**config.mk**
```make
export PLATFORM = sky130hd
export DESIGN_NAME = lod_grid_triangle_index_generator_top
export DESIGN_NICKNAME = d
export VERILOG_FILES = /design/src/sv/lodgrid_pkg.sv /design/src/sv/lod_grid_triangle_index_generator_top.sv
export SDC_FILE = /design/constraint.sdc
export NUM_CORES = 1
export LEC_CHECK = 0
export BUFFER_PORTS_ARGS = -buffer_cell sky130_fd_sc_hd__clkbuf_2
export CAP_MARGIN = 10
export CORE_MARGIN = 5
export CORE_UTILIZATION = 40
export DETAILED_ROUTE_END_ITERATION = 8
export PLACE_DENSITY_LB_ADDON = 0.1
export SLEW_MARGIN = 20
export SYNTH_ARGS = -nofsm -noshare
export SYNTH_HDL_FRONTEND = slang
export SYNTH_SLANG_ARGS = --single-unit
```
**constraint.sdc**
```tcl
create_clock -name clk -period 7.56 [get_ports clk]
set_clock_uncertainty 0.2 [all_clocks]
set_input_delay 1.512 -clock clk [delete_from_list [all_inputs] [get_ports clk]]
set_output_delay 1.512 -clock clk [all_outputs]
set_load 0.1 [all_outputs]
```
**src/sv/lodgrid_pkg.sv**
```systemverilog
// ============================================================================
// lodgrid_pkg
// Shared types, constants and triangle pattern tables for the LOD grid
// triangle index generator.
// ============================================================================
package lodgrid_pkg;

    // Fixed field widths
    localparam int unsigned LEVEL_W   = 2;
    localparam int unsigned CELL_W    = 4;
    localparam int unsigned VIDX_W    = 9;
    localparam int unsigned CFG_IDX_W = 3;
    // Vertex coordinate: largest cell (15) times largest step (8) plus one step
    localparam int unsigned COORD_W   = 8;
    localparam int unsigned STEP_W    = 4;
    localparam int unsigned TRI_CNT_W = 3;

    localparam int unsigned GRID_VERTICES_DEF = 17;

    // Configuration register indexes
    localparam logic [CFG_IDX_W-1:0] REG_OWN   = 3'd0;
    localparam logic [CFG_IDX_W-1:0] REG_NORTH = 3'd1;
    localparam logic [CFG_IDX_W-1:0] REG_SOUTH = 3'd2;
    localparam logic [CFG_IDX_W-1:0] REG_WEST  = 3'd3;
    localparam logic [CFG_IDX_W-1:0] REG_EAST  = 3'd4;

    // Vertex offset from the cell origin along one axis
    typedef enum logic [1:0] {
        OFS_ZERO,
        OFS_HALF,
        OFS_STEP
    } ofs_t;

    typedef struct packed {
        ofs_t row;
        ofs_t col;
    } pt_t;

    typedef struct packed {
        pt_t a;
        pt_t b;
        pt_t c;
    } tri_t;

    // Stitch pattern of one half of a cell.
    // Upper-left half: COL_EDGE = west border, ROW_EDGE = north border.
    // Lower-right half: COL_EDGE = east border, ROW_EDGE = south border.
    typedef enum logic [1:0] {
        MODE_PLAIN,
        MODE_COL_EDGE,
        MODE_ROW_EDGE,
        MODE_CORNER
    } mode_t;

    function automatic logic [1:0] mode_count(mode_t mode);
        logic [1:0] n;
        case (mode)
            MODE_PLAIN:    n = 2'd1;
            MODE_COL_EDGE: n = 2'd2;
            MODE_ROW_EDGE: n = 2'd2;
            MODE_CORNER:   n = 2'd3;
            default:       n = 2'd1;
        endcase
        return n;
    endfunction

    function automatic tri_t mk_tri(ofs_t r0, ofs_t c0, ofs_t r1, ofs_t c1,
                                    ofs_t r2, ofs_t c2);
        tri_t t;
        t.a.row = r0;
        t.a.col = c0;
        t.b.row = r1;
        t.b.col = c1;
        t.c.row = r2;
        t.c.col = c2;
        return t;
    endfunction

    // Triangle sub of the upper-left (lower = 0) or lower-right half
    function automatic tri_t tri_pattern(logic lower, mode_t mode, logic [1:0] sub);
        tri_t t;
        t = lower ? mk_tri(OFS_ZERO, OFS_STEP, OFS_STEP, OFS_ZERO, OFS_STEP, OFS_STEP)
                  : mk_tri(OFS_ZERO, OFS_ZERO, OFS_STEP, OFS_ZERO, OFS_ZERO, OFS_STEP);
        if (!lower) begin
            case (mode)
                MODE_CORNER:
                begin
                    case (sub)
                        2'd0:    t = mk_tri(OFS_ZERO, OFS_ZERO, OFS_HALF, OFS_ZERO,
                                            OFS_ZERO, OFS_HALF);
                        2'd1:    t = mk_tri(OFS_ZERO, OFS_HALF, OFS_HALF, OFS_ZERO,
                                            OFS_STEP, OFS_ZERO);
                        default: t = mk_tri(OFS_ZERO, OFS_HALF, OFS_STEP, OFS_ZERO,
                                            OFS_ZERO, OFS_STEP);
                    endcase
                end
                MODE_COL_EDGE:
                begin
                    if (sub == 2'd0)
                        t = mk_tri(OFS_ZERO, OFS_ZERO, OFS_HALF, OFS_ZERO,
                                   OFS_ZERO, OFS_STEP);
                    else
                        t = mk_tri(OFS_HALF, OFS_ZERO, OFS_STEP, OFS_ZERO,
                                   OFS_ZERO, OFS_STEP);
                end
                MODE_ROW_EDGE:
                begin
                    if (sub == 2'd0)
                        t = mk_tri(OFS_ZERO, OFS_ZERO, OFS_STEP, OFS_ZERO,
                                   OFS_ZERO, OFS_HALF);
                    else
                        t = mk_tri(OFS_ZERO, OFS_HALF, OFS_STEP, OFS_ZERO,
                                   OFS_ZERO, OFS_STEP);
                end
                default:
                begin
                    t = mk_tri(OFS_ZERO, OFS_ZERO, OFS_STEP, OFS_ZERO, OFS_ZERO, OFS_STEP);
                end
            endcase
        end else begin
            case (mode)
                MODE_CORNER:
                begin
                    case (sub)
                        2'd0:    t = mk_tri(OFS_ZERO, OFS_STEP, OFS_STEP, OFS_ZERO,
                                            OFS_HALF, OFS_STEP);
                        2'd1:    t = mk_tri(OFS_HALF, OFS_STEP, OFS_STEP, OFS_ZERO,
                                            OFS_STEP, OFS_HALF);
                        default: t = mk_tri(OFS_HALF, OFS_STEP, OFS_STEP, OFS_HALF,
                                            OFS_STEP, OFS_STEP);
                    endcase
                end
                MODE_COL_EDGE:
                begin
                    if (sub == 2'd0)
                        t = mk_tri(OFS_ZERO, OFS_STEP, OFS_STEP, OFS_ZERO,
                                   OFS_HALF, OFS_STEP);
                    else
                        t = mk_tri(OFS_HALF, OFS_STEP, OFS_STEP, OFS_ZERO,
                                   OFS_STEP, OFS_STEP);
                end
                MODE_ROW_EDGE:
                begin
                    if (sub == 2'd0)
                        t = mk_tri(OFS_ZERO, OFS_STEP, OFS_STEP, OFS_ZERO,
                                   OFS_STEP, OFS_HALF);
                    else
                        t = mk_tri(OFS_ZERO, OFS_STEP, OFS_STEP, OFS_HALF,
                                   OFS_STEP, OFS_STEP);
                end
                default:
                begin
                    t = mk_tri(OFS_ZERO, OFS_STEP, OFS_STEP, OFS_ZERO, OFS_STEP, OFS_STEP);
                end
            endcase
        end
        return t;
    endfunction

endpackage

```
**src/sv/lod_grid_triangle_index_generator_top.sv**
```systemverilog
// ============================================================================
// lod_grid_triangle_index_generator_top
// Turns one terrain grid cell into its triangle vertex index triples, with
// edge stitching toward finer neighbour tiles.
// ============================================================================
// Each accepted cell item (cell_col, cell_row, in units of the step
// 2^own_level) yields two to six triangle items, one per cycle while
// tri_stall is low, in the order upper-left half first, lower-right half
// second; last_of_cell marks the final triangle of the cell. A cell that
// runs past the grid edge yields nothing and is dropped in the cycle after
// it is accepted. The rate is set by the single triangle output register,
// which takes one triangle per cycle. Cells are held in an input register
// while their triangles are sent out; the next cell is taken in the same
// cycle as the last triangle of the current one, so the output never
// bubbles between cells. An accepted cell passes the cell holding register,
// then the triangle output register, before its first triangle is on
// tri_valid. A border is stitched when the neighbour level is below
// own_level; the south and east borders exist only when the step divides
// the grid evenly. Vertex indices are row*GRID_VERTICES + col, kept to
// 9 bits. Level registers are written through the cfg port (always ready)
// and must only change while no cell is in flight.
module lod_grid_triangle_index_generator_top #(
    parameter int unsigned GRID_VERTICES = lodgrid_pkg::GRID_VERTICES_DEF
) (
    input  logic                                clk,
    input  logic                                rst_n,

    // Configuration write channel
    input  logic                                cfg_valid,
    output logic                                cfg_ready,
    input  logic [lodgrid_pkg::CFG_IDX_W-1:0]   cfg_index,
    input  logic [lodgrid_pkg::LEVEL_W-1:0]     cfg_data,

    // Cell item input
    input  logic                                cell_valid,
    output logic                                cell_stall,
    input  logic [lodgrid_pkg::CELL_W-1:0]      cell_col,
    input  logic [lodgrid_pkg::CELL_W-1:0]      cell_row,

    // Triangle item output
    output logic                                tri_valid,
    input  logic                                tri_stall,
    output logic [lodgrid_pkg::VIDX_W-1:0]      vtx_first,
    output logic [lodgrid_pkg::VIDX_W-1:0]      vtx_second,
    output logic [lodgrid_pkg::VIDX_W-1:0]      vtx_third,
    output logic                                last_of_cell
);

    localparam int unsigned COORD_W = lodgrid_pkg::COORD_W;
    localparam int unsigned VIDX_W  = lodgrid_pkg::VIDX_W;
    localparam int unsigned CNT_W   = lodgrid_pkg::TRI_CNT_W;
    localparam int unsigned STEP_W  = lodgrid_pkg::STEP_W;
    localparam int unsigned LEVEL_W = lodgrid_pkg::LEVEL_W;
    localparam int unsigned PROD_W  = 2 * VIDX_W;

    // Last vertex row/column; grid width kept modulo the index width
    localparam logic [COORD_W-1:0] LIM      = COORD_W'(GRID_VERTICES - 1);
    localparam logic [VIDX_W-1:0]  GRID_MOD = VIDX_W'(GRID_VERTICES);

    // ------------------------------------------------------------------------
    // Level registers
    // ------------------------------------------------------------------------
    logic [LEVEL_W-1:0] own_level_reg,   north_level_reg, south_level_reg;
    logic [LEVEL_W-1:0] west_level_reg,  east_level_reg;

    assign cfg_ready = 1'b1;

    always_ff @(posedge clk or negedge rst_n)
    begin
        if (!rst_n)
        begin
            own_level_reg   <= '0;
            north_level_reg <= '0;
            south_level_reg <= '0;
            west_level_reg  <= '0;
            east_level_reg  <= '0;
        end
        else if (cfg_valid && cfg_ready)
        begin
            case (cfg_index)
                lodgrid_pkg::REG_OWN:   own_level_reg   <= cfg_data;
                lodgrid_pkg::REG_NORTH: north_level_reg <= cfg_data;
                lodgrid_pkg::REG_SOUTH: south_level_reg <= cfg_data;
                lodgrid_pkg::REG_WEST:  west_level_reg  <= cfg_data;
                lodgrid_pkg::REG_EAST:  east_level_reg  <= cfg_data;
                default: ;
            endcase
        end
    end

    // ------------------------------------------------------------------------
    // Cell decode at accept: origin, step, border classification
    // ------------------------------------------------------------------------
    logic [STEP_W-1:0]  step_in;
    logic [COORD_W-1:0] c_in, r_in, c_end, r_end;
    logic               on_top, on_left, on_bot, on_right, outside;
    lodgrid_pkg::mode_t ul_mode_in, lr_mode_in;

    always_comb
    begin
        step_in  = STEP_W'(1) << own_level_reg;
        c_in     = COORD_W'(cell_col) << own_level_reg;
        r_in     = COORD_W'(cell_row) << own_level_reg;
        c_end    = c_in + COORD_W'(step_in);
        r_end    = r_in + COORD_W'(step_in);
        outside  = (c_end > LIM) || (r_end > LIM);
        on_top   = (r_in == '0)  && (north_level_reg < own_level_reg);
        on_left  = (c_in == '0)  && (west_level_reg  < own_level_reg);
        on_bot   = (r_end == LIM) && (south_level_reg < own_level_reg);
        on_right = (c_end == LIM) && (east_level_reg  < own_level_reg);
        ul_mode_in = lodgrid_pkg::mode_t'({on_top, on_left});
        lr_mode_in = lodgrid_pkg::mode_t'({on_bot, on_right});
    end

    // ------------------------------------------------------------------------
    // Cell holding register and triangle counter
    // ------------------------------------------------------------------------
    logic               cell_valid_reg, cell_valid_next;
    logic               skip_reg;
    logic [COORD_W-1:0] c_reg, r_reg;
    logic [STEP_W-1:0]  step_reg;
    lodgrid_pkg::mode_t ul_mode_reg, lr_mode_reg;
    logic [CNT_W-1:0]   tri_idx_reg, tri_idx_next;

    logic               tri_valid_reg, tri_valid_next;
    logic               out_free, emit, cell_done, cell_accept;
    logic [CNT_W-1:0]   n_upper, n_total;
    logic               is_last, in_lower;
    logic [1:0]         sub;

    always_comb
    begin
        n_upper  = CNT_W'(lodgrid_pkg::mode_count(ul_mode_reg));
        n_total  = n_upper + CNT_W'(lodgrid_pkg::mode_count(lr_mode_reg));
        is_last  = (tri_idx_reg == n_total - CNT_W'(1));
        in_lower = (tri_idx_reg >= n_upper);
        sub      = in_lower ? 2'(tri_idx_reg - n_upper) : 2'(tri_idx_reg);

        out_free    = !tri_valid_reg || !tri_stall;
        emit        = cell_valid_reg && !skip_reg && out_free;
        cell_done   = cell_valid_reg && (skip_reg || (out_free && is_last));
        cell_stall  = cell_valid_reg && !cell_done;
        cell_accept = cell_valid && !cell_stall;

        cell_valid_next = cell_accept ? 1'b1 : (cell_done ? 1'b0 : cell_valid_reg);
        if (cell_accept)
            tri_idx_next = '0;
        else if (emit)
            tri_idx_next = tri_idx_reg + CNT_W'(1);
        else
            tri_idx_next = tri_idx_reg;

        tri_valid_next = emit ? 1'b1 : (out_free ? 1'b0 : tri_valid_reg);
    end

    always_ff @(posedge clk or negedge rst_n)
    begin
        if (!rst_n)
        begin
            cell_valid_reg <= 1'b0;
            tri_idx_reg    <= '0;
            tri_valid_reg  <= 1'b0;
        end
        else
        begin
            cell_valid_reg <= cell_valid_next;
            tri_idx_reg    <= tri_idx_next;
            tri_valid_reg  <= tri_valid_next;
        end
    end

    always_ff @(posedge clk)
    begin
        if (cell_accept)
        begin
            skip_reg    <= outside;
            c_reg       <= c_in;
            r_reg       <= r_in;
            step_reg    <= step_in;
            ul_mode_reg <= ul_mode_in;
            lr_mode_reg <= lr_mode_in;
        end
    end

    // ------------------------------------------------------------------------
    // Triangle vertex indices
    // ------------------------------------------------------------------------
    lodgrid_pkg::tri_t  tri_cur;
    logic [COORD_W-1:0] half_ofs, step_ofs;
    logic [VIDX_W-1:0]  idx_a, idx_b, idx_c;

    function automatic logic [COORD_W-1:0] pick_ofs(lodgrid_pkg::ofs_t o,
                                                    logic [COORD_W-1:0] h,
                                                    logic [COORD_W-1:0] s);
        logic [COORD_W-1:0] v;
        case (o)
            lodgrid_pkg::OFS_ZERO: v = '0;
            lodgrid_pkg::OFS_HALF: v = h;
            lodgrid_pkg::OFS_STEP: v = s;
            default:               v = '0;
        endcase
        return v;
    endfunction

    function automatic logic [VIDX_W-1:0] vidx(lodgrid_pkg::pt_t p,
                                               logic [COORD_W-1:0] r0,
                                               logic [COORD_W-1:0] c0,
                                               logic [COORD_W-1:0] h,
                                               logic [COORD_W-1:0] s);
        logic [COORD_W-1:0] row, col;
        logic [PROD_W-1:0]  prod;
        row  = r0 + pick_ofs(p.row, h, s);
        col  = c0 + pick_ofs(p.col, h, s);
        prod = VIDX_W'(row) * GRID_MOD;
        return prod[VIDX_W-1:0] + VIDX_W'(col);
    endfunction

    always_comb
    begin
        step_ofs = COORD_W'(step_reg);
        half_ofs = COORD_W'(step_reg >> 1);
        tri_cur  = lodgrid_pkg::tri_pattern(in_lower, in_lower ? lr_mode_reg : ul_mode_reg,
                                            sub);
        idx_a    = vidx(tri_cur.a, r_reg, c_reg, half_ofs, step_ofs);
        idx_b    = vidx(tri_cur.b, r_reg, c_reg, half_ofs, step_ofs);
        idx_c    = vidx(tri_cur.c, r_reg, c_reg, half_ofs, step_ofs);
    end

    // ------------------------------------------------------------------------
    // Triangle output register
    // ------------------------------------------------------------------------
    logic [VIDX_W-1:0] vtx_first_reg, vtx_second_reg, vtx_third_reg;
    logic              last_reg;

    always_ff @(posedge clk)
    begin
        if (emit)
        begin
            vtx_first_reg  <= idx_a;
            vtx_second_reg <= idx_b;
            vtx_third_reg  <= idx_c;
            last_reg       <= is_last;
        end
    end

    assign tri_valid    = tri_valid_reg;
    assign vtx_first    = vtx_first_reg;
    assign vtx_second   = vtx_second_reg;
    assign vtx_third    = vtx_third_reg;
    assign last_of_cell = last_reg;

    // ------------------------------------------------------------------------
    // Assertions
    // ------------------------------------------------------------------------
    // triangle counter stays inside the current cell's pattern
    a_idx_range: assert property (@(posedge clk) disable iff (!rst_n)
        (cell_valid_reg && !skip_reg) |-> (tri_idx_reg < n_total))
        else $error("triangle index past end of cell pattern");

    // a new cell cannot enter before the current one sent its last triangle
    a_hold_cell: assert property (@(posedge clk) disable iff (!rst_n)
        (cell_valid_reg && !skip_reg && !is_last) |-> cell_stall)
        else $error("cell accepted while triangles still pending");

    // output valid only rises from an emitted triangle
    a_out_source: assert property (@(posedge clk) disable iff (!rst_n)
        $rose(tri_valid_reg) |-> $past(emit))
        else $error("triangle output without emit");

    // finishing a cell with nothing new behind it empties the holding register
    a_cell_retire: assert property (@(posedge clk) disable iff (!rst_n)
        (cell_done && !cell_accept) |=> !cell_valid_reg)
        else $error("cell holding register not released");

endmodule

```
==> reports/results.ini <==
[clock_tree]
htree_levels = 3
clock-sinks = 66
postCtsSetupBuffers = 0
cts_hold_buf = 0
cts_resized = 0
clk_latency_ns = 0.34
clock_path_buffers = 2
cts_tree = yes
clkTransAtPathRegs_ns = 0.06
cts-root-buf = clkbuf_16
cts_buffers = 9

[layout]
areaGrowthSynthToFinish_pct = 12.40
finalNetCount = 802
mostFrequentLayoutCells = ha_1 (114), inv_1 (63), edfxtp_1 (51)
utilization = 0.4585
drive_gt1_frac = 0.1313
final_common_cell = ha_1
diodes = 0
multi_input_area_um2 = 4038
regArea_um2 = 1907
fillers = 1434
stdcell_count = 866

[floorplanning]
io_pins = 49
start_util = 0.4079
die_x_um = 134.7
rows = 45
core-area_um2 = 15260
die_area_um2 = 18150
die_y_um = 134.7

[critical_path]
crit_cells = 30
slowest_stage = fa_1
rr_worst_depth = 30
crit_path_max_fanout = 8
path_buf_inv = 6
max_stage_delay_ns = 0.53
cp-start-kind = flip-flop
cp_top_family = adder cells
worstSetupPathType = reg2reg
end_kind = flip-flop
crit_arrival_ns = 6.36
cp.required_ns = 7.45
cpMostUsedCell = ha_1

[global_route]
track_usage = 0.1572
grt_max_degree = 27
grt_pass1_vias = 4497
gr-total-overflow = 0
grt_pass1_wl_mm = 22.46
antenna_found_initial = 0

[timing]
period_minus_slack_ns = 6.464
setup_viol_count_final = 0
max_freq_mhz = 154.7
fin_ws_ns = 1.096
fin_crit_sh = 0.8550
tns_ns = 0
tightest_slew_ns = 0.7510
slew_violations = 0
slew_headroom = 0.4994
final-hold-violation-count = 0
rsz0062_at_grt = false

[place]
gp_congestion = 0.9128
port_buffers = 47
pre_cts_ws_ns = 1.092
dp_cells = 850
dp_hpwl_mm = 10.55

[yosys]
netlist_area_um2 = 6223
avgSynthCellArea_um2 = 10.34
ys.flop_type = edfxtp_1
synth_edf_count = 51
yosysSeqAreaShare = 0.3064
ys_ff_latch = 66
yosysWarnings = 0
syn-num-nets = 754
netlist_instances = 602
ys_types = 51
async_reset_ff_frac = 0.2273

[route]
num_vias = 4392
drc = 0
firstDrtPassIters = 4
drt_iter0_markers = 187
finalWirelength_mm = 13.09
drt-vias-per-instance = 5.072
avgRoutedWirePerCell_um = 15.12
antenna_left = 0

[job]
max-cap-violations = 0

[run_status]
status = complete, no violations

[min_path]
hold_class = reg2reg
hold_path_depth = 1

==> synth_stat cells, types with 4 or more instances <==
library cell	instances	area, um2
clkbuf_1	10	37.54
nor2_1	49	183.9
a21oi_1	38	190.2
inv_1	63	236.5
dfrtp_1	15	375.4
nand2b_1	9	56.30
or2_2	4	25.02
o21ai_0	16	80.08
a22oi_1	9	67.56
ha_1	114	1426
a21o_1	16	120.1
and3_1	4	25.02
nor2b_1	10	62.56
mux2_2	9	101.4
xor2_1	21	183.9
edfxtp_1	51	1531
and2_1	14	87.58
nand2_1	19	71.32
nand3_1	6	30.03
nor3_1	6	30.03
xnor2_1	43	376.6
fa_1	20	400.4
mux2i_1	7	70.07
==> cell type report <==
class / instances / share of cell area
multi-input combinational: 461 / 0.5772
timing repair buffer: 49 / 0.03863
sequential: 66 / 0.2726
clock buffer: 11 / 0.03470
tap: 211 / 0.03774
inverter: 63 / 0.03380
clock inverter: 5 / 0.005366
==> through the flow <==
stage	hold slack, ns	cell area (um2)
2_1_floorplan	0.2598	6223
3_3_place_gp	0.2852	6688
3_5_place_dp	0.2990	6715
4_1_cts	0.3124	6995
5_1_grt	0.3250	6995
6_report	0.3084	6995
==> worst register-to-register path, delay by kind of cell (launching register included) <==
kind | cells | cell delay, ns
flops | 1 | 0.40
compound gates | 8 | 1.74
xor+xnor | 2 | 0.29
fa+ha+maj | 8 | 2.40
buf+inv | 6 | 0.37
simple gates | 6 | 0.84
==> cell families (layout without fill, tap and decap cells) <==
| group | count (synthesis) | after routing | synth area share |
|---|---|---|---|
| and+or+nand+nor | 140 | 140 | 0.1146 |
| adders and majority gates | 134 | 134 | 0.2935 |
| AOI/OAI and AO/OA | 101 | 101 | 0.1080 |
| buffers and inverters | 75 | 128 | 0.04705 |
| DFF | 66 | 66 | 0.3064 |
| xor gates and xnor gates | 65 | 65 | 0.09389 |
| muxes | 20 | 20 | 0.03599 |
| other | 1 | 1 | 0.0006026 |
==> routing by layer <==
metal / track usage / vias to the layer above / share of wire
li1: - / 2207 / -
met1: 0.2071 / 2071 / 0.47
met2: 0.2529 / 84 / 0.46
met3: 0.02645 / 30 / 0.036
met4: 0.07240 / 0 / 0.033
met5: 0 / - / 0
==> path summary, 6_finish.rpt <==
check | slack (ns) | startpoint | end
worst max-delay path | 1.10 | ul_mode_reg[1]$_DFFE_PP_ | vtx_third[8]$_DFFE_PP_
worst min-delay path | 0.31 | west_level_reg[0]$_DFFE_PN0P_ | west_level_reg[0]$_DFFE_PN0P_
worst max register to register | 1.10 | ul_mode_reg[1]$_DFFE_PP_ | vtx_third[8]$_DFFE_PP_
worst min register to register | 0.31 | west_level_reg[0]$_DFFE_PN0P_ | west_level_reg[0]$_DFFE_PN0P_
max in group asynchronous | 5.99 | rst_n | south_level_reg[0]$_DFFE_PN0P_
min in group asynchronous | 0.88 | rst_n | tri_valid$_DFFE_PN0P_
Power is not shown: default switching activity piles up to over one toggle a cycle in this logic, so the estimate is an artifact.
